### src/hw/rtl/mtrr_pkg.sv
package mtrr_pkg;

  // fixed sizes of the request path
  localparam int FRAME_BYTES          = 16;
  localparam int MAX_ANALOG_READ      = 13;
  localparam int MAX_BIT_READ         = 256;
  localparam int DEF_NUM_DEVICES      = 8;
  localparam int DEF_POINTS_PER_TABLE = 512;
  localparam int LEN_W                = $clog2(FRAME_BYTES + 1);
  localparam int IDX_W                = $clog2(FRAME_BYTES);
  localparam int GROUP_W              = 9;
  localparam int QUEUE_DEPTH          = 2;

  // input actions
  localparam logic [1:0] ACT_RX_BYTE   = 2'd0;
  localparam logic [1:0] ACT_LOAD_BIN  = 2'd1;
  localparam logic [1:0] ACT_LOAD_ANA  = 2'd2;

  // modbus function codes
  localparam logic [7:0] FC_READ_COILS    = 8'd1;
  localparam logic [7:0] FC_READ_DISCRETE = 8'd2;
  localparam logic [7:0] FC_READ_HOLDING  = 8'd3;
  localparam logic [7:0] FC_READ_INPUT    = 8'd4;
  localparam logic [7:0] FC_WRITE_SINGLE  = 8'd6;

  typedef enum logic [2:0] {
    JOB_LOAD_BIN,
    JOB_LOAD_ANA,
    JOB_ECHO,
    JOB_HEADER,
    JOB_BITS,
    JOB_ANALOG
  } job_kind_t;

  typedef struct packed {
    logic [1:0]  action;
    logic [7:0]  rx_byte;
    logic        rx_last;
    logic [2:0]  load_device;
    logic        load_table;
    logic [8:0]  load_index;
    logic [31:0] load_value;
  } item_t;

  typedef struct packed {
    logic [7:0] tx_byte;
    logic       tx_last;
  } result_t;

  typedef struct packed {
    job_kind_t                   kind;
    logic [LEN_W-1:0]            len;
    logic [FRAME_BYTES-1:0][7:0] bytes;
    logic [7:0]                  count;
    logic [GROUP_W-1:0]          group;
    logic [15:0]                 start;
    logic [15:0]                 qty;
    logic [31:0]                 value;
  } job_t;

  typedef struct packed {
    logic full;
    logic empty;
  } queue_status_t;

endpackage

### src/hw/rtl/mtrr_queue.sv
module mtrr_queue (
  input  logic                    clk,
  input  logic                    rst,
  input  logic                    push,
  input  mtrr_pkg::job_t          push_job,
  input  logic                    pop,
  output mtrr_pkg::job_t          head,
  output mtrr_pkg::queue_status_t q_status
);
  import mtrr_pkg::*;

  localparam int PW = (QUEUE_DEPTH > 1) ? $clog2(QUEUE_DEPTH) : 1;
  localparam int CW = $clog2(QUEUE_DEPTH + 1);

  job_t          entries [QUEUE_DEPTH];
  logic [PW-1:0] wr_ptr;
  logic [PW-1:0] rd_ptr;
  logic [CW-1:0] used;
  logic          do_push;
  logic          do_pop;

  assign q_status.full  = (used == CW'(QUEUE_DEPTH));
  assign q_status.empty = (used == '0);
  assign do_push        = push && !q_status.full;
  assign do_pop         = pop && !q_status.empty;
  assign head           = entries[rd_ptr];

  // pointers and fill
  always_ff @(posedge clk) begin
    if (rst) begin
      wr_ptr <= '0;
      rd_ptr <= '0;
      used   <= '0;
    end else begin
      if (do_push) begin
        wr_ptr <= (wr_ptr == PW'(QUEUE_DEPTH - 1)) ? '0 : wr_ptr + PW'(1);
      end
      if (do_pop) begin
        rd_ptr <= (rd_ptr == PW'(QUEUE_DEPTH - 1)) ? '0 : rd_ptr + PW'(1);
      end
      if (do_push && !do_pop) begin
        used <= used + CW'(1);
      end else if (do_pop && !do_push) begin
        used <= used - CW'(1);
      end
    end
  end

  // entry storage
  always_ff @(posedge clk) begin
    if (do_push) begin
      entries[wr_ptr] <= push_job;
    end
  end

endmodule

### config.mk
export PLATFORM = sky130hd
export DESIGN_NAME = mtrr_queue
export DESIGN_NICKNAME = d
export VERILOG_FILES = /design/src/hw/rtl/mtrr_pkg.sv /design/src/hw/rtl/mtrr_queue.sv
export SDC_FILE = /design/constraint.sdc
export NUM_CORES = 1
export LEC_CHECK = 0
export ABC_AREA = 1
export BUFFER_PORTS_ARGS = -buffer_cell sky130_fd_sc_hd__buf_2
export CAP_MARGIN = 5
export CORE_MARGIN = 2
export CORE_UTILIZATION = 56
export CTS_CLUSTER_SIZE = 10
export DETAILED_ROUTE_END_ITERATION = 16
export PLACE_DENSITY = 0.86
export RECOVER_POWER = 50
export SLEW_MARGIN = 40
export SYNTH_ARGS = -nofsm -noshare
export SYNTH_HDL_FRONTEND = slang
export SYNTH_SLANG_ARGS = --single-unit
### constraint.sdc
create_clock -name clk -period 29.3 [get_ports clk]
set_input_delay 4.395 -clock clk [delete_from_list [all_inputs] [get_ports clk]]
set_output_delay 4.395 -clock clk [all_outputs]
set_load 0.05 [all_outputs]
==> run_results.csv <==
group,metric,value,unit
layout,regArea,13100,um2
clock_network,cts-root-buf,"clkbuf_16",
logic_synthesis,synth_edf_count,434,
critical_path,crit_chain,"buf_2 > o21ai_0 > nor2_1 > clkbuf_1 > buf_6",
logic_synthesis,netlist_top_cells_area,"edfxtp_1 79%, mux2_4 12%, mux2_2 6.0%",
critical_path,r2r-start,"used[0]",
run_status,violations,"max-capacitance violations, max-slew violations",
floorplanning,core,28800,um2
logic_synthesis,yosys.area.top_type,"edfxtp_1",
sta,period_needed,8.62,ns
logic_synthesis,synth_top_family_by_area,"multiplexers",
logic_synthesis,synth-simple-area-share,0.00404,
sta,timing.fmax,116,MHz
clock_network,postCtsResizedCells,0,
power,ir_drop,0.0882,mV
detailed_routing,avgRoutedWirePerCell,21.8,um
logic_synthesis,synth.top_cells.by_count,"434 x edfxtp_1, 130 x mux2_4, 87 x mux2_2",
critical_path,r2r_cells,4,
grt,grt_pass1_vias,8820,
detailed_routing,route.detailed.drc,0,
power,power_density,99.8,nW/um2
logic_synthesis,avgSynthCellArea,23.1,um2
clock_network,clock_path_buffers,3,
grt,grt_pass1_wl,50700,um
grt,grt_remaining_overflow,0,
logic_synthesis,yosys_register_bits,439,
logic_synthesis,ys_warn_count,0,
grt,grt_start_max_net_pins,84,
critical_path,rr_endpoint,"entries[1][142]",
detailed_routing,drt-pass1-iter-count,5,
clock_network,clk_latency,0.53,ns
logic_synthesis,synth_cell_types,15,
critical_path,critPathRequiredTime,29.45,ns
logic_synthesis,synth_compound_area_frac,0.00183,
place,post-dp-hpwl,23800,um
critical_path,cp.arrival,8.78,ns
logic_synthesis,synth_xor_area_frac,0,
layout,n_fill_cell,1844,
sta,slew_headroom,-0.680,
floorplanning,num_rows,62,
clock_network,cts_hold_buf,0,
critical_path,r2r_setup_slack,24.15,ns
sta,finalSetupViolations,0,
floorplanning,initial_utilization,0.571,
floorplanning,io-pin-count,440,
floorplanning,die_area,30700,um2
sta,clock_skew,0.0141,ns
worst_hold_path,min_path_type,"flip-flop to flip-flop",
run_status,status,"complete, but fails checks",
grt,antenna_found_initial,9,
critical_path,cp_slowest_cell,"clkbuf_1",
detailed_routing,vias,8396,
layout,drive_above_1_share,0.489,
logic_synthesis,netlist.area_leader.share,0.793,
sta,period_share,0.294,
place,portBuffers,439,
critical_path,crit_end,"entries[1][142]",
layout,multiInputGateArea,3040,um2
critical_path,slowest_delay,1.88,ns
logic_synthesis,yosysMostFrequentCell,"edfxtp_1",
place,routabilityCongestion,0.823,
critical_path,startpoint_type,"primary input",
clock_network,cts.htree.levels,2,
clock_network,clock-sinks,439,
logic_synthesis,synthAdderAreaFrac,0.000762,
clock_network,path_clk_slew,0.05,ns
sta,tns,0,ns
floorplanning,fp.dieW,175,um
logic_synthesis,synth_mux_area_frac,0.178,
grt,track_usage,0.221,
sta,rsz0062_at_grt,"false",
run,drv_cap,4,
critical_path,critPathKind,"primary input to flip-flop",
logic_synthesis,synth-seq-area-share,0.799,
power,cellLeakagePower,7.51,nW
floorplanning,dieHeight,175,um
critical_path,worstSetupEndpointType,"flip-flop",
logic_synthesis,synth_ff_type,"edfxtp_1",
sta,slew_viol_final,140,
detailed_routing,ant_nets,0,
detailed_routing,vias_per_cell,5.24,
clock_network,cts_tree,"built",
clock_network,post_cts_buffers,0,
layout,syn2layout_area_growth,22.8,%
detailed_routing,drtIter0Drc,637,
logic_synthesis,syn_nets,934,
clock_network,cts_inserted_buffers,49,
critical_path,crit_path_start,"push",
layout,fin_util,0.701,
logic_synthesis,synthCells,712,
critical_path,cp_max_fo,69,
sta,worst_pin_slew,2.52,ns
detailed_routing,wl,34900,um
sta,hold_viol_final,0,
logic_synthesis,async_reset_ff_frac,0,
layout,final_nets,1410,
logic_synthesis,syn_area,16400,um2
==> critical path: cells and delay by family <==
| kind | cells | cell delay (ns) |
|---|---|---|
| buf+inv | 3 | 2.59 |
| simple gates | 1 | 1.53 |
| compound gates | 1 | 0.15 |
==> cell usage in the layout (no fill, tap or decap) <==
cell,instances
a21oi_1,1
and2_1,1
buf_1,1
buf_12,1
buf_2,315
buf_4,1
buf_6,6
clkbuf_1,147
clkbuf_16,49
dfxtp_1,4
dfxtp_4,1
diode_2,7
edfxtp_1,434
ha_1,1
inv_1,9
inv_6,2
mux2_2,87
mux2_4,130
nand2_1,4
nand3_1,1
nand4_1,1
nor2_1,9
o21ai_0,5
==> metal layers <==
layer  vias to the layer above  track usage  share of wire
li1                       3781            -              -
met1                      4084        0.254           0.35
met2                       439        0.382           0.51
met3                        88       0.0677          0.097
met4                         4        0.102          0.039
met5                         -            0        0.00072
==> logic make-up (layout without fill, tap and decap cells) <==
kind of cell    count (synthesis)  after routing
flops                         439            439
other cells                     0              7
buf+inv                        33            531
compound gates                  6              6
simple gates                   16             16
fa+ha+maj                       1              1
mux                           217            217
==> final cells by class <==
type                       count  area share
multi-input combinational    240       0.151
antenna                        7    0.000868
sequential                   439       0.651
clock buffer                  71      0.0649
timing repair buffer         449       0.106
clock inverter                 2    0.000868
inverter                       9     0.00167
tap                          384      0.0238
==> metrics by stage <==
| step | setup slack (ns) | std cells | hold WS (ns) | power, mW | instance area [um2] |
|---|---|---|---|---|---|
| detailed placement | 21.71 | 1520 | 0.545 | 1.51 | 19000 |
| floorplan | 14.96 | 712 | 0.476 | 1.40 | 16400 |
| global route | 20.27 | 1600 | 0.550 | 2.08 | 20200 |
| finish | 20.68 | 1601 | 0.524 | 2.01 | 20200 |
| CTS | 21.16 | 1593 | 0.553 | 2.03 | 20300 |
| global placement | 21.82 | 1520 | 0.525 | 1.50 | 19000 |
==> state kept, by name, summed over array words and instances, names as in the netlist, named ones only <==
name	flops
entries	434
rd_ptr	1
used	2
wr_ptr	1
==> how the worst min path moves through the flow <==
stage                     startpoint      to  slack (ns)  depth (start not counted)
after global placement        wr_ptr  wr_ptr        0.53                          2
after detailed placement      wr_ptr  wr_ptr        0.55                          2
final                         wr_ptr  wr_ptr        0.52                          2
after CTS                     wr_ptr  wr_ptr        0.55                          2
after global routing          wr_ptr  wr_ptr        0.55                          2
after floorplan               wr_ptr  wr_ptr        0.48                          2
==> report_power, final <==
group	internal (mW)	switching [mW]	total (mW)	leakage (nW)
sequential	0.798	0.0313	0.829	4.09
combinational	0.191	0.474	0.666	2.78
clock	0.305	0.215	0.520	0.639
total	1.29	0.721	2.01	7.51
Note: power is estimated with default switching activity, not from simulation.
