## src/hw/rtl/mtrr_pkg.sv

```systemverilog
package mtrr_pkg;

  // fixed sizes of the request path
  localparam int FRAME_BYTES          = 16;
  localparam int MAX_ANALOG_READ      = 13;
  localparam int MAX_BIT_READ         = 256;
  localparam int DEF_NUM_DEVICES      = 8;
  localparam int DEF_POINTS_PER_TABLE = 512;
  localparam int LEN_W                = $clog2(FRAME_BYTES + 1);
  localparam int IDX_W                = $clog2(FRAME_BYTES);
  localparam int GROUP_W              = 9;
  localparam int QUEUE_DEPTH          = 2;

  // input actions
  localparam logic [1:0] ACT_RX_BYTE   = 2'd0;
  localparam logic [1:0] ACT_LOAD_BIN  = 2'd1;
  localparam logic [1:0] ACT_LOAD_ANA  = 2'd2;

  // modbus function codes
  localparam logic [7:0] FC_READ_COILS    = 8'd1;
  localparam logic [7:0] FC_READ_DISCRETE = 8'd2;
  localparam logic [7:0] FC_READ_HOLDING  = 8'd3;
  localparam logic [7:0] FC_READ_INPUT    = 8'd4;
  localparam logic [7:0] FC_WRITE_SINGLE  = 8'd6;

  typedef enum logic [2:0] {
    JOB_LOAD_BIN,
    JOB_LOAD_ANA,
    JOB_ECHO,
    JOB_HEADER,
    JOB_BITS,
    JOB_ANALOG
  } job_kind_t;

  typedef struct packed {
    logic [1:0]  action;
    logic [7:0]  rx_byte;
    logic        rx_last;
    logic [2:0]  load_device;
    logic        load_table;
    logic [8:0]  load_index;
    logic [31:0] load_value;
  } item_t;

  typedef struct packed {
    logic [7:0] tx_byte;
    logic       tx_last;
  } result_t;

  typedef struct packed {
    job_kind_t                   kind;
    logic [LEN_W-1:0]            len;
    logic [FRAME_BYTES-1:0][7:0] bytes;
    logic [7:0]                  count;
    logic [GROUP_W-1:0]          group;
    logic [15:0]                 start;
    logic [15:0]                 qty;
    logic [31:0]                 value;
  } job_t;

  typedef struct packed {
    logic full;
    logic empty;
  } queue_status_t;

endpackage

```

## src/hw/rtl/mtrr_front.sv

```systemverilog
module mtrr_front #(
  parameter int NUM_DEVICES      = mtrr_pkg::DEF_NUM_DEVICES,
  parameter int POINTS_PER_TABLE = mtrr_pkg::DEF_POINTS_PER_TABLE
) (
  input  logic                    clk,
  input  logic                    rst,
  input  logic                    start,
  input  mtrr_pkg::item_t         item,
  input  logic                    cfg_we,
  input  logic [3:0]              cfg_data,
  input  mtrr_pkg::queue_status_t q_status,
  input  logic                    clearing,
  output logic                    busy,
  output logic                    push,
  output mtrr_pkg::job_t          push_job
);
  import mtrr_pkg::*;

  logic [7:0]       store [FRAME_BYTES];
  logic [LEN_W-1:0] fill;
  logic             overflow;
  logic [3:0]       devices_in_use;

  logic                        accept;
  logic                        fill_room;
  logic [FRAME_BYTES-1:0][7:0] view;
  logic [LEN_W-1:0]            frame_len;
  logic [15:0]                 mbap;
  logic [15:0]                 qty;
  logic [7:0]                  unit;
  logic [7:0]                  fun;
  logic [7:0]                  ndev;
  logic                        is_echo;
  logic                        is_bits;
  logic                        is_analog;
  logic                        qty_ok;
  logic                        read_ok;
  logic                        table_sel;
  logic [16:0]                 qty_p7;
  logic                        load_ok;

  assign busy      = q_status.full || clearing;
  assign accept    = start && !busy;
  assign fill_room = fill < LEN_W'(FRAME_BYTES);

  // frame as it stands with this beat merged; bytes not reached read as zero
  always_comb begin
    for (int i = 0; i < FRAME_BYTES; i++) begin
      if (LEN_W'(i) < fill) begin
        view[i] = store[i];
      end else if (LEN_W'(i) == fill) begin
        view[i] = item.rx_byte;
      end else begin
        view[i] = 8'd0;
      end
    end
  end

  // classify the finished request
  assign frame_len = fill + LEN_W'(1);
  assign mbap      = {view[4], view[5]};
  assign unit      = view[6];
  assign fun       = view[7];
  assign qty       = {view[10], view[11]};
  assign is_echo   = (frame_len < LEN_W'(6)) || ((16'(frame_len) - 16'd6) != mbap);
  assign ndev      = ({4'd0, devices_in_use} > 8'(NUM_DEVICES)) ? 8'(NUM_DEVICES)
                                                               : {4'd0, devices_in_use};
  assign is_bits   = (fun == FC_READ_COILS) || (fun == FC_READ_DISCRETE);
  assign is_analog = (fun == FC_READ_HOLDING) || (fun == FC_READ_INPUT);
  assign qty_ok    = is_bits ? (qty <= 16'(MAX_BIT_READ)) : (qty <= 16'(MAX_ANALOG_READ));
  assign read_ok   = (is_bits || is_analog) && (unit != 8'd0) && (unit <= ndev) && qty_ok;
  assign table_sel = (fun == FC_READ_COILS) || (fun == FC_READ_HOLDING);
  assign qty_p7    = {1'b0, qty} + 17'd7;
  assign load_ok   = (int'(item.load_device) < NUM_DEVICES) &&
                     (int'(item.load_index) < POINTS_PER_TABLE);

  // job toward the back end
  always_comb begin
    push_job       = '0;
    push_job.kind  = JOB_ECHO;
    push_job.len   = frame_len;
    push_job.bytes = view;
    push_job.start = {view[8], view[9]};
    push_job.qty   = qty;
    push_job.group = {unit - 8'd1, table_sel};
    push           = 1'b0;
    case (item.action)
      ACT_RX_BYTE: begin
        if (is_echo) begin
          push_job.kind = JOB_ECHO;
        end else if (!read_ok) begin
          push_job.kind = JOB_HEADER;
        end else if (is_bits) begin
          push_job.kind  = JOB_BITS;
          push_job.count = 8'(qty_p7 >> 3);
        end else begin
          push_job.kind  = JOB_ANALOG;
          push_job.count = {2'd0, qty[3:0], 2'd0};
        end
        push = accept && item.rx_last && fill_room && !overflow &&
               (is_echo || (fun != FC_WRITE_SINGLE));
      end
      ACT_LOAD_BIN, ACT_LOAD_ANA: begin
        push_job.kind  = (item.action == ACT_LOAD_BIN) ? JOB_LOAD_BIN : JOB_LOAD_ANA;
        push_job.group = {{(GROUP_W-4){1'b0}}, item.load_device, item.load_table};
        push_job.start = {7'd0, item.load_index};
        push_job.value = item.load_value;
        push           = accept && load_ok;
      end
      default: begin
        push = 1'b0;
      end
    endcase
  end

  // frame gathering and config register
  always_ff @(posedge clk) begin
    if (rst) begin
      fill           <= '0;
      overflow       <= 1'b0;
      devices_in_use <= 4'd0;
    end else begin
      if (cfg_we) begin
        devices_in_use <= cfg_data;
      end
      if (accept && (item.action == ACT_RX_BYTE)) begin
        if (item.rx_last) begin
          fill     <= '0;
          overflow <= 1'b0;
        end else if (fill_room) begin
          fill <= fill + LEN_W'(1);
        end else begin
          overflow <= 1'b1;
        end
      end
    end
  end

  // frame bytes
  always_ff @(posedge clk) begin
    if (accept && (item.action == ACT_RX_BYTE) && fill_room) begin
      store[fill[IDX_W-1:0]] <= item.rx_byte;
    end
  end

endmodule

```

## config.mk

```make
export PLATFORM = sky130hd
export DESIGN_NAME = mtrr_front
export DESIGN_NICKNAME = d
export VERILOG_FILES = /design/src/hw/rtl/mtrr_pkg.sv /design/src/hw/rtl/mtrr_front.sv
export SDC_FILE = /design/constraint.sdc
export NUM_CORES = 1
export LEC_CHECK = 0
export ABC_CLOCK_PERIOD_IN_PS = 6400
export BUFFER_PORTS_ARGS = -buffer_cell sky130_fd_sc_hd__buf_2
export CORE_UTILIZATION = 55
export CTS_BUF_LIST = sky130_fd_sc_hd__clkbuf_8
export CTS_CLUSTER_SIZE = 14
export DETAILED_ROUTE_END_ITERATION = 6
export PLACE_DENSITY = 0.84
export SYNTH_ARGS = -nofsm -noshare
export SYNTH_HDL_FRONTEND = slang
export SYNTH_SLANG_ARGS = --single-unit
```

## constraint.sdc

```tcl
create_clock -name clk -period 6.4 [get_ports clk]
set_input_delay 0.96 -clock clk [delete_from_list [all_inputs] [get_ports clk]]
set_output_delay 0.96 -clock clk [all_outputs]
set_load 0.05 [all_outputs]
```

==> summary.md <==
| Metric | Value |
|---|---|
| Most frequent cells in the layout | `282 x buf_2, 128 x edfxtp_1, 108 x nand2_1` |
| Initial antenna violation count | `2` |
| Netlist area before placement | `between 0.008 and 0.009 mm2` |
| DR pass1 iterations | `5` |
| Largest net degree at the start of global routing | `64` |
| Final Hold Fails | `0` |
| Vias in the first global route | `about 6600` |
| Ports | `286` |
| Iteration-0 DRC Markers | `826` |
| Die Ht | `between 100 and 150 um` |
| Std cell rows | `43` |
| Post-synth EDFFs | `128` |
| PwrDens | `~200 mW/mm2` |
| Post-synthesis sequential area ratio | `0.505` |
| Hold Crit Endpoint | `devices_in_use[0]` |
| Total power | `1.95 mW` |
| # diodes | `0` |
| RR Startpoint | `fill[3]` |
| Max cap viols | `0` |
| Final setup margin | `about 0.9 ns` |
| Most common cell after layout, fill and taps aside | `buf_2` |
| Hold Path Depth | `2` |
| Max-slew violation count | `0` |
| RSZ-0062 raised after global routing | `no` |
| DRT antenna net count | `0` |
| Tcrit/Tclk final | `0.859` |
| Hold-fix buffers, CTS | `0` |
| CP dominant cell by count | `ha_1` |
| Synthesis-to-layout area growth | `21.9%` |
| Worst reg2reg path depth | `4` |
| Crit path kind | `flop to output pin` |
| Slowest cell on crit path | `dfxtp_1` |
| Placed Cells | `1200` |
| Async SR Flop Fraction | `0` |
| CP cell instances | `ha_1 > a21boi_0 > and2_1 > a22o_1 > inv_1 > ha_1 > o21ai_0 > a211oi_1 > nor4_1 > nand4_1 > nor4_4 > nor2b_1 > buf_2` |
| Min-delay src | `devices_in_use[0]` |
| WL per Instance | `20.4 um` |
| Syn. warnings | `0` |
| Reg2reg setup slack | `3.72 ns` |
| Clock sinks | `138` |
| Worst VDD drop | `235 uV` |
| F_max | `182 MHz` |
| Slew @ Worst Pin | `1.16 ns` |
| CTS max path bufs | `2` |
| H-tree levels | `4` |
| Distinct cells, synth | `61` |
| Via density | `5.91` |
| Setup slack at placement | `1.41 ns` |
| Run status | `completed` |
| First-pass GRT wire length | `36700 um` |
| Post-CTS Setup Repair Bufs | `0` |
| Port-buffer cells | `between 200 and 300` |
| Post-cts sizing count | `0` |
| Setup Viol. Count Final | `0` |
| Synthesized instance count | `802` |
| DP Wirelength | `roughly 18000 um` |
| Crit path max-delay family | `simple AND/OR/NAND/NOR gates` |
| Leakage | `~4.5 nW` |
| Biggest cell delay along the critical path | `0.62 ns` |
| Clock latency at the later pin of the worst-skew pair | `0.45 ns` |
| Fillers | `1111` |
| Mean Syn Cell Area | `approximately 10 um2` |
| Final #Nets | `1117` |
| Core area | `~0.014 mm2` |
| Clock-pin slew on the worst setup and hold paths | `0.08 ns` |
| Die Width | `123 um` |
| Slew HR | `0.221` |
| Remaining Overflow, GRT | `0` |
| Die ar. | `~0.015 mm2` |
| Layout cell share with drive strength beyond 1 | `0.333` |
| Drt drc | `0` |
| Tightest Hold Check Type | `flop to flop` |
| CP Max Fanout | `13` |
| Yosys reg bits | `138` |
| Worst Path Buf+Inv | `2` |
| CP Launch Type | `flop` |
| WP data arrival | `4.54 ns` |
| Data required time at the worst endpoint | `5.44 ns` |
| CTS root buffer | `clkbuf_8` |
| Final std cells w/o fill | `approximately 1200` |
| Crit Reg-Reg Endpoint | `store[8][5]` |
| Crit. End Element | `output pin` |
| Placer Congestion | `0.914` |
| Fin Setup TNS | `0 ns` |
| CTS buffer count | `17` |
| Final WL | `25100 um` |
| Final Critical Period | `5.50 ns` |
| Main synth FF type | `edfxtp_1` |
| CTS tree | `yes` |
| Clk_skew | `0.0162 ns` |
| Initial Util | `0.571` |
| Via Count | `between 7000 and 8000` |
| Gr usage total | `0.328` |
-- state kept, by name (all words and copies together) (netlist names) --
name	count
devices_in_use	4
fill	5
store	128
overflow	1
-- stage by stage --
step | hold WS [ns] | area, um2 | util
after floorplan | 0.452 | 8020 | -
after global placement | 0.475 | 9390 | 0.669
after detailed placement | 0.484 | 9390 | 0.669
after CTS | 0.504 | 9770 | 0.696
after global routing | 0.528 | 9770 | 0.696
final | 0.502 | 9770 | 0.696
-- cell type report --
type / count / area (um2) / area share
flip-flops and latches: 138 / 4040 / 0.414
clock buffers: 17 / 234 / 0.0239
well taps: 180 / 225 / 0.0230
clock inverters: 14 / 150 / 0.0154
inverters: 37 / 139 / 0.0142
multi-input cells: 544 / 3430 / 0.351
repair buffers: 301 / 1550 / 0.159
-- worst reg2reg max path: stages (launching register included) --
cell and delay (ns):
dfxtp_1 0.78, buf_4 0.33, nor3b_1 0.43, and2_1 0.38
and2_1 0.42
-- routing by layer --
| layer | wire length (um) | GRT usage | part of all wire | up-vias |
|---|---|---|---|---|
| met4 | 502 | 0.106 | 0.020 | 0 |
| met3 | 2580 | 0.0762 | 0.10 | 42 |
| li1 | - | - | - | 3388 |
| met5 | 0 | 0 | 0 | - |
| met1 | 9890 | 0.437 | 0.39 | 3404 |
| met2 | 12100 | 0.529 | 0.48 | 446 |
-- cell families (layout without fill, tap and decap cells) --
group,after synthesis,after routing,synth area share
compound gates,185,185,0.166
xor+xnor,17,17,0.0186
fa+ha+maj,11,11,0.0172
buf+inv,121,369,0.0687
flops,138,138,0.505
mux,17,17,0.0226
other cells,1,2,0.000468
simple gates,312,312,0.201
-- worst max path at each step --
| stage | slack (ns) | cells past startpoint | startpoint | to |
|---|---|---|---|---|
| 5_1_grt | 0.40 | 13 | fill[1] | push_job[216] |
| 6_report | 0.90 | 13 | fill[1] | push_job[216] |
| 3_3_place_gp | 1.48 | 13 | fill[1] | push_job[216] |
| 3_5_place_dp | 1.41 | 13 | fill[1] | push_job[216] |
| 4_1_cts | 0.92 | 13 | fill[1] | push_job[216] |
| 2_1_floorplan | 0.87 | 12 | fill[2] | push_job[216] |
-- synth_stat cells, drive strengths merged (9+ instances only) --
library cell / count / area (um2)
nor2: 38 / 143
nand3: 37 / 185
clkbuf: 54 / 203
a22o: 63 / 552
dfxtp: 10 / 200
o21ai: 56 / 280
a21oi: 15 / 75.1
ha: 11 / 138
inv: 37 / 139
buf: 30 / 209
and3: 10 / 62.6
nor2b: 12 / 75.1
edfxtp: 128 / 3840
mux2: 9 / 101
nor3: 11 / 55.1
a32oi: 15 / 150
nand2: 108 / 405
xnor2: 10 / 87.6
and2: 45 / 282
-- where the power goes --
group	internal (mW)	leakage, nW	switching [mW]
sequential	0.985	1.23	0.000917
combinational	0.0626	3.06	0.202
clock	0.346	0.182	0.355
Note: power is estimated with default switching activity, not from simulation.
